## src/rtl/fntc_pkg.sv

```systemverilog
// ----------------------------------------------------------------------------
// fntc_pkg: shared types and constants for the synthesizer tuning calculator
// Field widths, band thresholds and the control word that travels down the
// divider cell chain.
// ----------------------------------------------------------------------------
package fntc_pkg;

	localparam int FRACTION_BITS_DEF = 19;
	localparam int CARRIER_BITS = 30;
	localparam int DEV_BITS = 20;
	localparam int CLK_BITS = 25;
	localparam int PFD_BITS = 24;
	localparam int DPROD_BITS = 24;
	localparam int DEVW_BITS = 24;
	localparam int FRACW_BITS = 20;
	localparam int NDIV_BITS = 8;
	localparam int RECIP_BITS = 32;
	localparam int RECIP_SHIFT = 33;

	localparam logic [CLK_BITS-1:0] CLK_RESET = 25'd26000000;
	localparam logic [RECIP_BITS-1:0] RECIP3 = 32'hAAAA_AAAB;

	localparam logic [CARRIER_BITS-1:0] CARRIER_MIN = 30'd142000000;
	localparam logic [CARRIER_BITS-1:0] CARRIER_MAX = 30'd1050000000;
	localparam logic [CARRIER_BITS-1:0] THR_DIV24 = 30'd177000000;
	localparam logic [CARRIER_BITS-1:0] THR_DIV16 = 30'd239000000;
	localparam logic [CARRIER_BITS-1:0] THR_DIV12 = 30'd353000000;
	localparam logic [CARRIER_BITS-1:0] THR_DIV8 = 30'd525000000;
	localparam logic [CARRIER_BITS-1:0] THR_DIV6 = 30'd705000000;

	localparam logic [3:0] BAND_BASE = 4'h8;

	typedef struct packed {
		logic valid;
		logic err;
		logic [4:0] div;
		logic [2:0] band;
	} ctl_t;

endpackage

```

## src/rtl/fntc_cell.sv

```systemverilog
// ----------------------------------------------------------------------------
// fntc_cell: one restoring division step for both dividers
// Takes one dividend bit for the fraction quotient and one for the deviation
// quotient, registers remainders and partial quotients, hands on the operands.
// ----------------------------------------------------------------------------
module fntc_cell #(
	parameter int FRACTION_BITS = fntc_pkg::FRACTION_BITS_DEF,
	parameter int STEPS = fntc_pkg::CARRIER_BITS + fntc_pkg::FRACTION_BITS_DEF,
	parameter int IDX = 0
) (
	input  logic clk,
	input  logic arst_n,
	input  logic en,
	input  fntc_pkg::ctl_t ctl_i,
	input  logic [fntc_pkg::CARRIER_BITS-1:0] carrier_i,
	input  logic [fntc_pkg::DPROD_BITS-1:0] dprod_i,
	input  logic [fntc_pkg::PFD_BITS-1:0] pfd_i,
	input  logic [fntc_pkg::CLK_BITS-1:0] xclk_i,
	input  logic [fntc_pkg::PFD_BITS-1:0] rs_i,
	input  logic [FRACTION_BITS+7:0] qs_i,
	input  logic [fntc_pkg::CLK_BITS-1:0] rd_i,
	input  logic [fntc_pkg::DEVW_BITS-1:0] qd_i,
	input  logic sat_i,
	output fntc_pkg::ctl_t ctl_q,
	output logic [fntc_pkg::CARRIER_BITS-1:0] carrier_q,
	output logic [fntc_pkg::DPROD_BITS-1:0] dprod_q,
	output logic [fntc_pkg::PFD_BITS-1:0] pfd_q,
	output logic [fntc_pkg::CLK_BITS-1:0] xclk_q,
	output logic [fntc_pkg::PFD_BITS-1:0] rs_q,
	output logic [FRACTION_BITS+7:0] qs_q,
	output logic [fntc_pkg::CLK_BITS-1:0] rd_q,
	output logic [fntc_pkg::DEVW_BITS-1:0] qd_q,
	output logic sat_q
);
	localparam int P = STEPS - 1 - IDX;
	localparam int QW = FRACTION_BITS + 8;

	logic bs, bd, ges, ged;
	logic [fntc_pkg::PFD_BITS:0] rs1;
	logic [fntc_pkg::CLK_BITS:0] rd1;

	generate
		if (P >= FRACTION_BITS) begin : g_bs
			assign bs = carrier_i[P-FRACTION_BITS];
		end else begin : g_bs0
			assign bs = 1'b0;
		end
		if (P >= FRACTION_BITS && P - FRACTION_BITS < fntc_pkg::DPROD_BITS) begin : g_bd
			assign bd = dprod_i[P-FRACTION_BITS];
		end else begin : g_bd0
			assign bd = 1'b0;
		end
	endgenerate

	assign rs1 = {rs_i, bs};
	assign rd1 = {rd_i, bd};
	assign ges = rs1 >= {1'b0, pfd_i};
	assign ged = rd1 >= {1'b0, xclk_i};

	always_ff @(posedge clk or negedge arst_n) begin
		if (!arst_n) begin
			ctl_q <= '0;
		end else if (en) begin
			ctl_q <= ctl_i;
		end
	end

	always_ff @(posedge clk) begin
		if (en) begin
			carrier_q <= carrier_i;
			dprod_q <= dprod_i;
			pfd_q <= pfd_i;
			xclk_q <= xclk_i;
			rs_q <= ges ? fntc_pkg::PFD_BITS'(rs1 - {1'b0, pfd_i})
				: fntc_pkg::PFD_BITS'(rs1);
			rd_q <= ged ? fntc_pkg::CLK_BITS'(rd1 - {1'b0, xclk_i})
				: fntc_pkg::CLK_BITS'(rd1);
			qs_q <= {qs_i[QW-2:0], ges};
			qd_q <= {qd_i[fntc_pkg::DEVW_BITS-2:0], ged};
			sat_q <= sat_i | qd_i[fntc_pkg::DEVW_BITS-1];
		end
	end

endmodule

```

## config.mk

```make
export PLATFORM = sky130hd
export DESIGN_NAME = fntc_cell
export DESIGN_NICKNAME = d
export VERILOG_FILES = /design/src/rtl/fntc_pkg.sv /design/src/rtl/fntc_cell.sv
export SDC_FILE = /design/constraint.sdc
export NUM_CORES = 1
export LEC_CHECK = 0
export CORE_AREA = 2 2 167 169
export CTS_BUF_LIST = sky130_fd_sc_hd__clkbuf_8
export DETAILED_ROUTE_END_ITERATION = 10
export DIE_AREA = 0 0 169 171
export DONT_BUFFER_PORTS = 1
export GPL_TIMING_DRIVEN = 0
export PLACE_DENSITY = 0.53
export REMOVE_ABC_BUFFERS = 1
export SYNTH_ARGS = -nofsm -noshare
export SYNTH_HDL_FRONTEND = slang
export SYNTH_SLANG_ARGS = --single-unit
```

## constraint.sdc

```tcl
create_clock -name clk -period 1.1 [get_ports clk]
set_clock_uncertainty 0.2 [all_clocks]
set_input_delay 0 -clock clk [delete_from_list [all_inputs] [get_ports clk]]
set_output_delay 0 -clock clk [all_outputs]
set_load 0.1 [all_outputs]
```

==> impl_metrics.ini <==
[synthesis]
yosys_warnings = 0
synth_area_sq_mm = 0.00998
synthArstFlopShare = 0.0467
yosys.area.top_type = edfxtp_1
synth_ff_type = edfxtp_1
synth.distinct_cells = 67
syn_inst = 733
synth_top_area_share = 0.614
ys_seq_area_frac = 0.639
synth_edf_count = 204
synthTopCellsByArea = edfxtp_1 (61%), ha_1 (6.1%), a21oi_1 (3.2%), dfrtp_1 (2.5%), inv_1 (2.4%)
syn_area_per_cell_sq_um = 13.6
ys_seq_elements = 214

[timing]
layout_setup_ws_ns = -0.933
drv_slew = 0
rsz0062_at_grt = yes
max_slew.worst_pin.slew_ns = 1.09
fin_crit_ns = 2.03
final-setup-viol-count = 278
fmax_mhz = 492
hold_slack_ns = -0.625
fin_crit_sh = 1.85
hold_violations = 308
slew_headroom = 0.273

[setup_path]
critPathKind = input pin to flop
endpoint = rs_q[13]$_DFFE_PP_
slowest_stage = o31a_4
rrSetupSlack_ns = -0.17
timing.rr.end = ctl_q[6]$_DFFE_PN0P_
cp.arrival_ns = 2.09
critPathMaxStageDelay_ns = 0.46
worstPathCellList = inv_8 > ha_4 > buf_6 > o21a_1 > o31a_1 > o211a_1 > nand3b_1 > nand2_2 > o31a_4 > inv_12 > mux2_4
regToRegStartpoint = ctl_q[6]$_DFFE_PN0P_
worstPathMaxFanout = 8
cp-start-kind = input pin
cp-startpoint = pfd_i[2]
crit_required_ns = 1.15
reg2reg_depth = 1
endpoint_kind = flop

[finish]
layout.nets = 1318
drive_gt1_frac = 0.252
nFillCells = 2197
utilization = 0.542
layout.cells.non_filler = 1423
area_growth_pct = 48.2

[route]
wire_per_inst_um = 22.5
firstDrtPassIters = 5
drc = 0
first_iter_violations = 583
post_drt_via_cell_ratio = 5.27
wl_um = 32000
drtAntennaViolNets = 0
vias = 7504

[global_route]
grt_overflow = 0
grt_usage = 0.205
grt_max_degree = 215
antenna_found_initial = 1
grt_pass1_vias = 7783
grt_pass1_wl_um = 44900

[floorplan]
num_io_pins = 431
start_util = 0.365
chipWidth_um = 169
rows = 61
core-area_sq_mm = 0.0273
fp.dieH_um = 171
die-area_sq_mm = 0.0289

[power]
vdd_ir_drop_max_uv = 1300
power.leakage_nw = 5.75
power_density_mw_per_mm2 = 1870
total_power_w = 0.0277

[clock_network]
numCtsBuffers = 38
clk_latency_ns = 0.50
clk_path_buf_depth = 3
htree_levels = 2
cts-root-buf = clkbuf_8
clkTransAtPathRegs_ns = 0.06
cts_tree = yes
cts.sinks = 214

[placement]
dp_hpwl_um = 19000
pre_cts_slack_ns = -1.93
dp.cells = 1063
io_buffers = 0
gp_congestion = 0.814

[job]
max-cap-violations = 0

[worst_hold_path]
hold_path.class = input pin to flop

[status]
status = complete, but fails checks
violations = hold timing, setup timing
[cells in the mapped netlist (13+ instances only)]
| master | instances |
|---|---|
| a21o_1 | 24 |
| nand2_1 | 25 |
| inv_1 | 65 |
| edfxtp_1 | 204 |
| nor2_1 | 54 |
| mux2_4 | 14 |
| o21ai_0 | 24 |
| xnor2_1 | 25 |
| ha_1 | 49 |
| nor3_1 | 13 |
| a21oi_1 | 64 |
[what timing repair did]
| item | 4_1_cts | 5_1_grt |
|---|---|---|
| hold buffers | 226 | 9 |
| hold endpoints to repair | 427 | 311 |
| setup buffers | 32 | 21 |
| gates cloned | 7 | 0 |
| pin swaps | 46 | 41 |
| endpoints found under the setup margin | 275 | 276 |
| resized for setup | 144 | 69 |
[state kept, by name, summed over array words and instances, names as in the netlist]
register	flops
carrier_q	30
ctl_q	10
qs_q	27
dprod_q	24
rs_q	24
sat_q	1
rd_q	25
pfd_q	24
xclk_q	25
qd_q	24
[metrics by stage]
step	setup TNS, ns	area [sq um]	hold slack, ns
global route	-172.35	14800	-0.665
CTS	-165.94	14300	-0.662
global placement	-98.95	10300	-0.495
detailed placement	-98.94	10300	-0.495
finish	-159.72	14800	-0.625
floorplan	-72.80	9880	-0.496
[layout make-up]
cell class | count | area, sq um | share of cell area
Sequential cell | 214 | 6410 | 0.433
Multi-Input combinational cell | 436 | 3980 | 0.269
Timing Repair Buffer | 286 | 2790 | 0.189
Clock buffer | 41 | 564 | 0.0381
Tap cell | 346 | 433 | 0.0292
Inverter | 67 | 317 | 0.0214
Clock inverter | 25 | 209 | 0.0141
Timing Repair inverter | 7 | 87.6 | 0.00592
Antenna cell | 1 | 2.50 | 0.000169
[cells in the final DEF (no fill, tap or decap), drive strengths merged, types with 3 or more instances in the layout]
master       instances
a2111oi              4
xnor2               25
a211oi               6
nor2b                5
or3                  3
and4                 3
mux2                32
nor2                55
o31ai                4
bufinv               4
nand3                9
dlygate4sd3        234
nor4                 3
o211a                4
buf                 52
and3                 3
a31oi                4
nand2b               4
xor2                11
o21a                11
o21ai               26
edfxtp             204
dfrtp               10
a21o                24
clkbuf              41
inv                 86
clkinv               7
nor3                15
o21bai               5
nand4                5
nand2               25
or2                  4
a21boi               4
ha                  49
o211ai               3
a21oi               65
[metal layers]
layer	vias to the layer above	wire [um]	GRT usage
met3	87	3130	0.0770
met5	-	0	0
li1	3372	-	-
met2	414	16500	0.374
met4	0	1360	0.0922
met1	3631	10900	0.210
[critical path, delay by kind of cell]
kind	cells	cell delay, ns
AOI/OAI and AO/OA	4	1.01
adders and majority gates	1	0.27
buffers and inverters	3	0.24
muxes	1	0.29
and+or+nand+nor	2	0.26
[logic make-up after synthesis]
family | Yosys count | synth area share
AO/OA/AOI/OAI | 175 | 0.116
flip-flops | 214 | 0.639
adder cells (fa/ha/maj) | 51 | 0.0654
XOR/XNOR | 36 | 0.0316
AND/OR/NAND/NOR | 142 | 0.0716
buffers and inverters | 83 | 0.0358
multiplexers | 32 | 0.0414
[worst min-delay path by stage]
stage,start,to,slack (ns),cells after the start
after floorplan,arst_n,ctl_q[0]$_DFFE_PN0P_,-0.50,0
after CTS,pfd_i[18],pfd_q[18]$_DFFE_PP_,-0.66,0
after detailed placement,arst_n,ctl_q[4]$_DFFE_PN0P_,-0.50,0
after global placement,arst_n,ctl_q[4]$_DFFE_PN0P_,-0.50,0
final,xclk_i[3],xclk_q[3]$_DFFE_PP_,-0.62,0
after global routing,xclk_i[22],xclk_q[22]$_DFFE_PP_,-0.67,0
[where the power goes]
group	total, W	internal [W]	switching (W)	leakage (nW)
combinational	0.00387	0.00215	0.00171	3.21
clock	0.00766	0.00437	0.00329	0.431
sequential	0.0161	0.00998	0.00616	2.11
Note: power is estimated with default switching activity, not from simulation.
